$ cat src/sha1md_pkg.sv
// SHA-1 digest block: shared types, constants and round functions.
// No dependencies; used by the interfaces, controller, datapath and top level.
`timescale 1ns / 1ps

package sha1md_pkg;

  typedef logic [31:0] word_t;

  // Digest geometry
  localparam int NUM_WORDS  = 5;
  localparam int ROUNDS     = 80;
  localparam int LEN_BYTES  = 8;
  localparam int WIDX_W     = 3;
  localparam int RND_W      = 7;
  localparam int FILL_W     = 6;
  localparam int CNT_W      = 61;

  localparam logic [FILL_W-1:0] FILL_LAST    = 6'd63;  // next byte completes a block
  localparam logic [FILL_W-1:0] FILL_LEN_POS = 6'd56;  // first byte of the length field
  localparam logic [WIDX_W-1:0] LAST_WORD_IDX = 3'd4;

  localparam logic [7:0] PAD_BYTE = 8'h80;

  // Chaining initial values
  localparam word_t IV [NUM_WORDS] = '{
    32'h67452301, 32'hEFCDAB89, 32'h98BADCFE, 32'h10325476, 32'hC3D2E1F0
  };

  // Byte insert source codes
  localparam logic [1:0] INS_DATA = 2'd0;
  localparam logic [1:0] INS_PAD  = 2'd1;
  localparam logic [1:0] INS_ZERO = 2'd2;
  localparam logic [1:0] INS_LEN  = 2'd3;

  // Round group codes
  localparam logic [1:0] PH_CH   = 2'd0;
  localparam logic [1:0] PH_PAR1 = 2'd1;
  localparam logic [1:0] PH_MAJ  = 2'd2;
  localparam logic [1:0] PH_PAR2 = 2'd3;

  // Controller to datapath commands
  typedef struct packed {
    logic              ins;
    logic [1:0]        ins_sel;
    logic              count;
    logic              shift_len;
    logic              load_work;
    logic              round;
    logic [1:0]        phase;
    logic              add_chain;
    logic              init;
    logic [WIDX_W-1:0] out_sel;
  } dp_cmd_t;

  // Datapath to controller status
  typedef struct packed {
    logic fill_last;
    logic fill_len_pos;
  } dp_sts_t;

  function automatic word_t sha1_f(input logic [1:0] ph, input word_t b,
                                   input word_t c, input word_t d);
    word_t r;
    case (ph)
      PH_CH:   r = (b & c) | (~b & d);
      PH_MAJ:  r = (b & c) | (b & d) | (c & d);
      default: r = b ^ c ^ d;
    endcase
    return r;
  endfunction

  function automatic word_t sha1_k(input logic [1:0] ph);
    word_t r;
    case (ph)
      PH_CH:   r = 32'h5A827999;
      PH_PAR1: r = 32'h6ED9EBA1;
      PH_MAJ:  r = 32'h8F1BBCDC;
      default: r = 32'hCA62C1D6;
    endcase
    return r;
  endfunction

endpackage

$ cat src/sha1md_if.sv
// Valid/ready channel interfaces for the message byte input and digest output.
// Depends on sha1md_pkg for the word type.
`timescale 1ns / 1ps

interface sha1md_in_if import sha1md_pkg::*; ();
  logic       valid;
  logic       ready;
  logic [7:0] data_byte;
  logic       byte_valid;
  logic       end_of_message;

  modport source (output valid, data_byte, byte_valid, end_of_message, input ready);
  modport sink   (input valid, data_byte, byte_valid, end_of_message, output ready);
endinterface

interface sha1md_out_if import sha1md_pkg::*; ();
  logic              valid;
  logic              ready;
  word_t             digest_word;
  logic [WIDX_W-1:0] word_number;
  logic              last_word;

  modport source (output valid, digest_word, word_number, last_word, input ready);
  modport sink   (input valid, digest_word, word_number, last_word, output ready);
endinterface

$ cat src/sha1_message_digest_top.sv
// SHA-1 message digest top level: controller and datapath on valid/ready channels.
// Depends on sha1md_pkg, sha1md_if, sha1md_ctrl and sha1md_dp.
//   Throughput: one byte per cycle in intake; every 64th byte starts a compression (80 rounds,
//   then an add) during which no bytes are taken. End of message: pad and length bytes, one or
//   two compressions, then five digest words, one per cycle while the sink is ready.
//   Reset (rst_n low, synchronous): chaining words to the initial values, counts cleared.
`timescale 1ns / 1ps

module sha1_message_digest_top import sha1md_pkg::*; (
  input  logic         clk,
  input  logic         rst_n,
  sha1md_in_if.sink    in_ch,
  sha1md_out_if.source out_ch
);

  dp_cmd_t cmd;
  dp_sts_t sts;

  sha1md_ctrl u_ctrl (
    .clk           (clk),
    .rst_n         (rst_n),
    .in_valid      (in_ch.valid),
    .in_byte_valid (in_ch.byte_valid),
    .in_end        (in_ch.end_of_message),
    .in_ready      (in_ch.ready),
    .out_valid     (out_ch.valid),
    .out_ready     (out_ch.ready),
    .sts           (sts),
    .cmd           (cmd)
  );

  sha1md_dp u_dp (
    .clk         (clk),
    .rst_n       (rst_n),
    .data_byte   (in_ch.data_byte),
    .cmd         (cmd),
    .sts         (sts),
    .digest_word (out_ch.digest_word),
    .word_number (out_ch.word_number),
    .last_word   (out_ch.last_word)
  );

endmodule

$ cat src/sha1md_dp.sv
// SHA-1 datapath: block shift buffer doubling as message schedule, working
// and chaining words, fill and length counters. Depends on sha1md_pkg.
`timescale 1ns / 1ps

module sha1md_dp import sha1md_pkg::*; (
  input  logic              clk,
  input  logic              rst_n,
  input  logic [7:0]        data_byte,
  input  dp_cmd_t           cmd,
  output dp_sts_t           sts,
  output word_t             digest_word,
  output logic [WIDX_W-1:0] word_number,
  output logic              last_word
);

  logic [511:0]      blk_r;      // byte 0 of the block ends up in the top byte
  logic [FILL_W-1:0] fill_r;
  logic [CNT_W-1:0]  cnt_r;      // message length in bytes; shifted out as bit length
  word_t             work_r [NUM_WORDS];
  word_t             chain_r [NUM_WORDS];

  logic [7:0] ins_byte;
  word_t      w0, w2, w8, w13, sched_x, w_new;
  word_t      f_val, t_val;

  // Byte source select
  always_comb begin
    case (cmd.ins_sel)
      INS_DATA: ins_byte = data_byte;
      INS_PAD:  ins_byte = PAD_BYTE;
      INS_ZERO: ins_byte = 8'h00;
      default:  ins_byte = cnt_r[CNT_W-1 -: 8];
    endcase
  end

  // Schedule taps: the oldest word sits at the top of the buffer
  assign w0      = blk_r[511 -: 32];
  assign w2      = blk_r[511 - 2*32 -: 32];
  assign w8      = blk_r[511 - 8*32 -: 32];
  assign w13     = blk_r[511 - 13*32 -: 32];
  assign sched_x = w13 ^ w8 ^ w2 ^ w0;
  assign w_new   = {sched_x[30:0], sched_x[31]};

  // Round function
  assign f_val = sha1_f(cmd.phase, work_r[1], work_r[2], work_r[3]);
  assign t_val = {work_r[0][26:0], work_r[0][31:27]} + f_val + work_r[4]
               + sha1_k(cmd.phase) + w0;

  // Block buffer: bytes shift in, schedule words shift through during rounds
  always_ff @(posedge clk) begin
    if (cmd.ins) begin
      blk_r <= {blk_r[503:0], ins_byte};
    end else if (cmd.round) begin
      blk_r <= {blk_r[479:0], w_new};
    end
  end

  // Fill and length counters
  always_ff @(posedge clk) begin
    if (!rst_n || cmd.init) begin
      fill_r <= '0;
      cnt_r  <= '0;
    end else begin
      if (cmd.ins) begin
        fill_r <= fill_r + 1'b1;
      end
      if (cmd.count) begin
        cnt_r <= cnt_r + 1'b1;
      end else if (cmd.shift_len) begin
        cnt_r <= {cnt_r[CNT_W-9:0], 8'h00};
      end
    end
  end

  // Working words
  always_ff @(posedge clk) begin
    if (cmd.load_work) begin
      for (int i = 0; i < NUM_WORDS; i++) begin
        work_r[i] <= chain_r[i];
      end
    end else if (cmd.round) begin
      work_r[0] <= t_val;
      work_r[1] <= work_r[0];
      work_r[2] <= {work_r[1][1:0], work_r[1][31:2]};
      work_r[3] <= work_r[2];
      work_r[4] <= work_r[3];
    end
  end

  // Chaining words
  always_ff @(posedge clk) begin
    if (!rst_n || cmd.init) begin
      for (int i = 0; i < NUM_WORDS; i++) begin
        chain_r[i] <= IV[i];
      end
    end else if (cmd.add_chain) begin
      for (int i = 0; i < NUM_WORDS; i++) begin
        chain_r[i] <= chain_r[i] + work_r[i];
      end
    end
  end

  assign sts.fill_last    = (fill_r == FILL_LAST);
  assign sts.fill_len_pos = (fill_r == FILL_LEN_POS);

  // Digest word out of the chaining registers
  assign digest_word = chain_r[cmd.out_sel];
  assign word_number = cmd.out_sel;
  assign last_word   = (cmd.out_sel == LAST_WORD_IDX);

endmodule

$ cat src/sha1md_ctrl.sv
// SHA-1 controller: byte intake, padding sequence, round sequencing and
// digest word output. Depends on sha1md_pkg; drives sha1md_dp by command.
`timescale 1ns / 1ps

module sha1md_ctrl import sha1md_pkg::*; (
  input  logic    clk,
  input  logic    rst_n,
  input  logic    in_valid,
  input  logic    in_byte_valid,
  input  logic    in_end,
  output logic    in_ready,
  output logic    out_valid,
  input  logic    out_ready,
  input  dp_sts_t sts,
  output dp_cmd_t cmd
);

  localparam logic [2:0] S_IDLE  = 3'd0;
  localparam logic [2:0] S_PAD80 = 3'd1;
  localparam logic [2:0] S_PADZ  = 3'd2;
  localparam logic [2:0] S_PADL  = 3'd3;
  localparam logic [2:0] S_ROUND = 3'd4;
  localparam logic [2:0] S_ADD   = 3'd5;
  localparam logic [2:0] S_OUT   = 3'd6;

  localparam logic [RND_W-1:0] RND_LAST = RND_W'(ROUNDS - 1);
  localparam logic [2:0]       LEN_LAST = 3'(LEN_BYTES - 1);

  logic [2:0]        state_r, state_nxt;
  logic [2:0]        ret_r, ret_nxt;     // where to go after a compression
  logic [RND_W-1:0]  rnd_r, rnd_nxt;
  logic [2:0]        lcnt_r, lcnt_nxt;
  logic [WIDX_W-1:0] widx_r, widx_nxt;
  logic [1:0]        phase;

  // Round group from round number
  always_comb begin
    if (rnd_r < RND_W'(20)) begin
      phase = PH_CH;
    end else if (rnd_r < RND_W'(40)) begin
      phase = PH_PAR1;
    end else if (rnd_r < RND_W'(60)) begin
      phase = PH_MAJ;
    end else begin
      phase = PH_PAR2;
    end
  end

  // Next state and commands
  always_comb begin
    state_nxt   = state_r;
    ret_nxt     = ret_r;
    rnd_nxt     = rnd_r;
    lcnt_nxt    = lcnt_r;
    widx_nxt    = widx_r;
    in_ready    = 1'b0;
    out_valid   = 1'b0;
    cmd         = '0;
    cmd.phase   = phase;
    cmd.out_sel = widx_r;
    case (state_r)
      S_IDLE: begin
        in_ready = 1'b1;
        if (in_valid) begin
          if (in_byte_valid) begin
            cmd.ins     = 1'b1;
            cmd.ins_sel = INS_DATA;
            cmd.count   = 1'b1;
          end
          if (in_byte_valid && sts.fill_last) begin
            cmd.load_work = 1'b1;
            rnd_nxt       = '0;
            state_nxt     = S_ROUND;
            ret_nxt       = in_end ? S_PAD80 : S_IDLE;
          end else if (in_end) begin
            state_nxt = S_PAD80;
          end
        end
      end
      S_PAD80: begin
        cmd.ins     = 1'b1;
        cmd.ins_sel = INS_PAD;
        if (sts.fill_last) begin
          cmd.load_work = 1'b1;
          rnd_nxt       = '0;
          state_nxt     = S_ROUND;
          ret_nxt       = S_PADZ;
        end else begin
          state_nxt = S_PADZ;
        end
      end
      S_PADZ: begin
        if (sts.fill_len_pos) begin
          lcnt_nxt  = '0;
          state_nxt = S_PADL;
        end else begin
          cmd.ins     = 1'b1;
          cmd.ins_sel = INS_ZERO;
          if (sts.fill_last) begin
            cmd.load_work = 1'b1;
            rnd_nxt       = '0;
            state_nxt     = S_ROUND;
            ret_nxt       = S_PADZ;
          end
        end
      end
      S_PADL: begin
        cmd.ins       = 1'b1;
        cmd.ins_sel   = INS_LEN;
        cmd.shift_len = 1'b1;
        lcnt_nxt      = lcnt_r + 1'b1;
        if (lcnt_r == LEN_LAST) begin
          cmd.load_work = 1'b1;
          rnd_nxt       = '0;
          widx_nxt      = '0;
          state_nxt     = S_ROUND;
          ret_nxt       = S_OUT;
        end
      end
      S_ROUND: begin
        cmd.round = 1'b1;
        rnd_nxt   = rnd_r + 1'b1;
        if (rnd_r == RND_LAST) begin
          state_nxt = S_ADD;
        end
      end
      S_ADD: begin
        cmd.add_chain = 1'b1;
        state_nxt     = ret_r;
      end
      S_OUT: begin
        out_valid = 1'b1;
        if (out_ready) begin
          if (widx_r == LAST_WORD_IDX) begin
            cmd.init  = 1'b1;
            state_nxt = S_IDLE;
          end else begin
            widx_nxt = widx_r + 1'b1;
          end
        end
      end
      default: begin
        state_nxt = S_IDLE;
      end
    endcase
  end

  always_ff @(posedge clk) begin
    if (!rst_n) begin
      state_r <= S_IDLE;
      ret_r   <= S_IDLE;
      rnd_r   <= '0;
      lcnt_r  <= '0;
      widx_r  <= '0;
    end else begin
      state_r <= state_nxt;
      ret_r   <= ret_nxt;
      rnd_r   <= rnd_nxt;
      lcnt_r  <= lcnt_nxt;
      widx_r  <= widx_nxt;
    end
  end

`ifndef SYNTHESIS
  // Intake and digest output never overlap
  a_no_overlap: assert property (@(posedge clk) disable iff (!rst_n)
    !(in_ready && out_valid))
    else $error("input ready while digest word pending");

  // Round counter stays inside the 80 rounds
  a_rnd_range: assert property (@(posedge clk) disable iff (!rst_n)
    (state_r == S_ROUND) |-> (rnd_r <= RND_LAST))
    else $error("round counter out of range");

  // Last length byte must complete a block in the datapath
  a_len_align: assert property (@(posedge clk) disable iff (!rst_n)
    (state_r == S_PADL && lcnt_r == LEN_LAST) |-> sts.fill_last)
    else $error("length field not block aligned");

  // Taking the fifth word returns the block to intake
  a_out_done: assert property (@(posedge clk) disable iff (!rst_n)
    (state_r == S_OUT && out_ready && widx_r == LAST_WORD_IDX) |=> (state_r == S_IDLE))
    else $error("no return to intake after last digest word");
`endif

endmodule

$ cat src/flat_wrapper.sv
// flat-port wrapper written by rule: the top's interface ports become plain ports
module sha1_message_digest_top_flat import sha1md_pkg::*;
  (clk, rst_n, in_ch_valid, in_ch_data_byte, in_ch_byte_valid, in_ch_end_of_message, in_ch_ready, out_ch_valid, out_ch_digest_word, out_ch_word_number, out_ch_last_word, out_ch_ready);
  sha1md_in_if in_ch_i ();
  sha1md_out_if out_ch_i ();
  input  logic clk;
  input  logic rst_n;
  input wire logic [$bits(in_ch_i.valid)-1:0] in_ch_valid;
  input wire logic [$bits(in_ch_i.data_byte)-1:0] in_ch_data_byte;
  input wire logic [$bits(in_ch_i.byte_valid)-1:0] in_ch_byte_valid;
  input wire logic [$bits(in_ch_i.end_of_message)-1:0] in_ch_end_of_message;
  output wire logic [$bits(in_ch_i.ready)-1:0] in_ch_ready;
  output wire logic [$bits(out_ch_i.valid)-1:0] out_ch_valid;
  output wire logic [$bits(out_ch_i.digest_word)-1:0] out_ch_digest_word;
  output wire logic [$bits(out_ch_i.word_number)-1:0] out_ch_word_number;
  output wire logic [$bits(out_ch_i.last_word)-1:0] out_ch_last_word;
  input wire logic [$bits(out_ch_i.ready)-1:0] out_ch_ready;
  assign in_ch_i.valid = in_ch_valid;
  assign in_ch_i.data_byte = in_ch_data_byte;
  assign in_ch_i.byte_valid = in_ch_byte_valid;
  assign in_ch_i.end_of_message = in_ch_end_of_message;
  assign in_ch_ready = in_ch_i.ready;
  assign out_ch_valid = out_ch_i.valid;
  assign out_ch_digest_word = out_ch_i.digest_word;
  assign out_ch_word_number = out_ch_i.word_number;
  assign out_ch_last_word = out_ch_i.last_word;
  assign out_ch_i.ready = out_ch_ready;
  sha1_message_digest_top u_core (.clk(clk), .rst_n(rst_n), .in_ch(in_ch_i), .out_ch(out_ch_i));
endmodule
$ cat config.mk
export PLATFORM = sky130hd
export DESIGN_NAME = sha1_message_digest_top_flat
export DESIGN_NICKNAME = d
export VERILOG_FILES = /design/src/sha1md_pkg.sv /design/src/sha1md_if.sv /design/src/sha1_message_digest_top.sv /design/src/sha1md_dp.sv /design/src/sha1md_ctrl.sv /design/src/flat_wrapper.sv
export SDC_FILE = /design/constraint.sdc
export NUM_CORES = 2
export LEC_CHECK = 0
export BUFFER_PORTS_ARGS = -buffer_cell sky130_fd_sc_hd__clkbuf_2
export CORE_MARGIN = 3
export CORE_UTILIZATION = 40
export DETAILED_ROUTE_END_ITERATION = 10
export HOLD_SLACK_MARGIN = 0.03
export PLACE_DENSITY = 0.66
export SYNTH_ARGS = -nofsm -noshare
export SYNTH_HDL_FRONTEND = slang
export SYNTH_SLANG_ARGS = --single-unit
$ cat constraint.sdc
create_clock -name clk -period 24.8 [get_ports clk]
set_input_delay 7.44 -clock clk [delete_from_list [all_inputs] [get_ports clk]]
set_output_delay 7.44 -clock clk [all_outputs]
set_load 0.02 [all_outputs]
==> impl_summary.log <==
INFO  metric synth.area.mux_share = 2.90%
INFO  metric placer_congestion = 0.906
INFO  metric synth-main-ff-cell = sky130_fd_sc_hd__edfxtp_1
INFO  metric grt_setup_unrepaired = false
INFO  metric count_of_buffers_inserted_at_the_top_level_ports = 51
INFO  metric synth-compound-area-share = 9.89%
INFO  metric floorplan.io_pins = 52
INFO  metric fillers = 12500
INFO  metric grt_pass1_vias = 38000
INFO  metric clockRootBuffer = sky130_fd_sc_hd__clkbuf_16
INFO  metric row_count = 133
INFO  metric synth.largest_area_cell = sky130_fd_sc_hd__edfxtp_1
INFO  metric overflow = 0
INFO  metric core_region_area = 132000 um^2
INFO  metric drt_iter0_markers = 4043
INFO  metric die_w = 372 um
INFO  metric worst_path_max_delay_cell = sky130_fd_sc_hd__buf_4
INFO  metric max_clock_freq = 91.3 MHz
INFO  metric edff_count_synth = 832
INFO  metric synth_nets = 5929
INFO  metric synth_seq_cells = 921
INFO  metric power.ir.vdd_worst = 0.154 mV
INFO  metric drv_slew = 0
INFO  metric clock_tree.htree_level_count = 3
INFO  metric grt_start_max_net_pins = 244
INFO  metric arrival_time_worst_endpoint = 11.36 ns
INFO  metric slowest_delay = 0.88 ns
INFO  metric report.final.hold_viol_count = 0
INFO  metric finalSetupTns = 0 ns
INFO  metric holdWs = 0.473 ns
INFO  metric dp.final_hpwl = 95.4 mm
INFO  metric die_h = 372 um
INFO  metric area_of_the_die = 138000 um^2
INFO  metric critical-path-top-cell-by-count = sky130_fd_sc_hd__buf_4
INFO  metric drt_drc = 0
INFO  metric cts.repair_timing.setup_buffer_count = 0
INFO  metric power.static_leakage = 23.6 nW
INFO  metric placed_cell_count = 7190
INFO  metric yosys.area_share.xor_xnor = 4.11%
INFO  metric crit_path_max_fanout = 101
INFO  metric synth_top_family_by_area = simple AND/OR/NAND/NOR gates
INFO  metric drt_pass1_iterations = 6
INFO  metric synth_cell_types = 86
INFO  metric timing.setup.critical_path_class = in2reg
INFO  metric design.final.nets = 5883
INFO  metric slew_headroom = 10.9%
INFO  metric synth_top_cells_by_area = sky130_fd_sc_hd__edfxtp_1 47%, sky130_fd_sc_hd__nand2_1 15%, sky130_fd_sc_hd__ha_1 4.8%, sky130_fd_sc_hd__fa_1 4.7%, sky130_fd_sc_hd__dfxtp_1 3.3%
INFO  metric syn_avg_cell_area = 9.57 um^2
INFO  metric syn-instance-count = 5584
INFO  metric synth.yosys.seq_area_share = 50.1%
INFO  metric ys_async_sr_fraction = 0%
INFO  metric cts_tree = yes
INFO  metric max-cap-violations = 0
INFO  metric most_common_cell_in_the_netlist = sky130_fd_sc_hd__nand2_1
INFO  metric postRouteAntennaNets = 0
INFO  metric synthSimpleGateAreaFrac = 20.3%
INFO  metric power_density = 128 nW/um^2
INFO  metric finalWirelength = 139 mm
INFO  metric worst_setup_hold_path_clk_slew = 0.06 ns
INFO  metric dr_total_vias = 40300
INFO  metric grt_pass1_wl = 215 mm
INFO  metric worst_hold_path.num_cells = 2
INFO  metric hold_buffers = 0
INFO  metric crit_chain = clkbuf_2 > nand2_1 > nand2_1 > a21oi_1 > or2_4 > buf_4 > buf_4 > buf_4 > o21ai_0
INFO  metric grt_antenna_before_repair = 1
INFO  metric grt_util_all_layers = 19.8%
INFO  metric min_period_over_period = 44.2%
INFO  metric clock_path_buffers = 3
INFO  metric setup_viol_count_final = 0
INFO  metric area_delta_synth_final = 9.89%
INFO  metric ys_warn_count = 0
INFO  metric clk_latency = 0.74 ns
INFO  metric worstMarginPinSlew = 1.32 ns
INFO  metric hold_path.class = reg2reg
INFO  metric layout_min_cycle_time = 10.95 ns
INFO  metric wire_per_inst = 18.8 um
INFO  metric start_util = 40.5%
INFO  metric synth.top_cells.by_count = 2112 x sky130_fd_sc_hd__nand2_1, 832 x sky130_fd_sc_hd__edfxtp_1, 249 x sky130_fd_sc_hd__o21ai_0
INFO  metric timing.critical_path.required = 25.21 ns
INFO  metric fin_worst_skew = 0.0582 ns
INFO  metric layout-drive-gt1-share = 6.84%
INFO  metric setup.worst_path.end_class = flip-flop
INFO  metric cts_resized = 0
INFO  metric netlist_area = 53500 um^2
INFO  metric synth_adder_area_share = 9.50%
INFO  metric cts_sinks = 921
INFO  metric status = completed
INFO  metric layout.cells.non_filler = 7382
INFO  metric crit_path_start_kind = input port
INFO  metric reg2regPathDepth = 24
INFO  metric viasPerCell = 5.45
INFO  metric synth_largest_type_area_fraction = 46.7%
INFO  metric cts_buffers = 101
==> critical path, delay by kind of cell <==
family | cells | cell delay [ns]
simple gates | 3 | 0.69
buf+inv | 4 | 2.61
compound gates | 2 | 0.44
==> final cells by class <==
| type | count | area, um^2 | share of cell area (%) |
|---|---|---|---|
| Clock inverter | 66 | 634 | 1.08 |
| Clock buffer | 125 | 2680 | 4.56 |
| Multi-Input combinational cell | 4202 | 25000 | 42.6 |
| Inverter | 221 | 830 | 1.41 |
| Timing Repair Buffer | 91 | 606 | 1.03 |
| Antenna cell | 1 | 2.50 | 0.00426 |
| Sequential cell | 921 | 26800 | 45.6 |
| Tap cell | 1755 | 2200 | 3.74 |
==> logic make-up after synthesis <==
kind of cell             Yosys count
adder cells (fa/ha/maj)          331
XOR/XNOR                         251
flip-flops                       921
multiplexers                     107
AND/OR/NAND/NOR                 2675
AO/OA/AOI/OAI                    838
buffers and inverters            461
==> state kept, by name (all words and copies together) (netlist names), named ones only <==
name,flops
u_core.u_ctrl.ret_r,3
u_core.u_ctrl.state_r,3
u_core.u_dp.cnt_r,61
u_core.u_dp.work_r,160
u_core.u_dp.fill_r,6
u_core.u_ctrl.rnd_r,7
u_core.u_dp.chain_r,160
u_core.u_dp.blk_r,512
u_core.u_ctrl.widx_r,3
u_core.u_ctrl.lcnt_r,3
==> through the flow <==
step	utilization (%)	setup WS [ns]	total power, mW	instance area [um^2]
2_1_floorplan	-	4.30	5.45	53500
3_3_place_gp	41.9	13.14	5.93	55400
3_5_place_dp	41.9	13.14	6.00	55400
4_1_cts	44.5	13.88	7.54	58700
5_1_grt	44.5	13.51	8.05	58700
6_report	44.5	13.85	7.50	58700
==> worst paths after layout <==
check | startpoint | to | slack (ns)
max | in_ch_byte_valid | u_core.u_dp.blk_r[488] | 13.85
min | u_core.u_dp.cnt_r[32] | u_core.u_dp.cnt_r[40] | 0.47
max reg2reg | u_core.u_ctrl.rnd_r[3] | u_core.u_dp.work_r[0][30] | 16.55
min reg2reg | u_core.u_dp.cnt_r[32] | u_core.u_dp.cnt_r[40] | 0.47
==> where the power goes <==
part | switching, mW | internal [mW] | total [mW]
registers | 0.405 | 2.58 | 2.99
clock network | 0.669 | 0.848 | 1.52
logic | 1.91 | 1.08 | 2.99
==> layer usage <==
| metal | global-route usage, % | vias to the layer above | routed length [um] |
|---|---|---|---|
| met5 | 0 | - | 0 |
| met4 | 7.38 | 0 | 4880 |
| met3 | 2.49 | 254 | 8360 |
| met2 | 31.7 | 1249 | 64300 |
| met1 | 27.5 | 19700 | 61200 |
| li1 | - | 19100 | - |
==> layout by cell type (no fill, tap or decap), types with 29 or more instances in the layout <==
| master | count |
|---|---|
| sky130_fd_sc_hd__nand2_1 | 2109 |
| sky130_fd_sc_hd__edfxtp_1 | 832 |
| sky130_fd_sc_hd__o21ai_0 | 248 |
| sky130_fd_sc_hd__nor2_1 | 224 |
| sky130_fd_sc_hd__a21oi_1 | 224 |
| sky130_fd_sc_hd__inv_1 | 221 |
| sky130_fd_sc_hd__ha_1 | 206 |
| sky130_fd_sc_hd__xnor2_1 | 168 |
| sky130_fd_sc_hd__fa_1 | 125 |
| sky130_fd_sc_hd__clkbuf_16 | 101 |
| sky130_fd_sc_hd__dfxtp_1 | 86 |
| sky130_fd_sc_hd__xor2_1 | 83 |
| sky130_fd_sc_hd__a21o_1 | 66 |
| sky130_fd_sc_hd__mux2_2 | 63 |
| sky130_fd_sc_hd__nand3_1 | 59 |
| sky130_fd_sc_hd__nor3_1 | 55 |
| sky130_fd_sc_hd__clkbuf_2 | 53 |
| sky130_fd_sc_hd__and3_1 | 40 |
| sky130_fd_sc_hd__nand2b_1 | 39 |
| sky130_fd_sc_hd__buf_4 | 36 |
| sky130_fd_sc_hd__a22oi_1 | 35 |
| sky130_fd_sc_hd__mux4_2 | 32 |
| sky130_fd_sc_hd__o21a_1 | 29 |
| sky130_fd_sc_hd__a31oi_1 | 29 |
(Power assumes the default switching activity.)
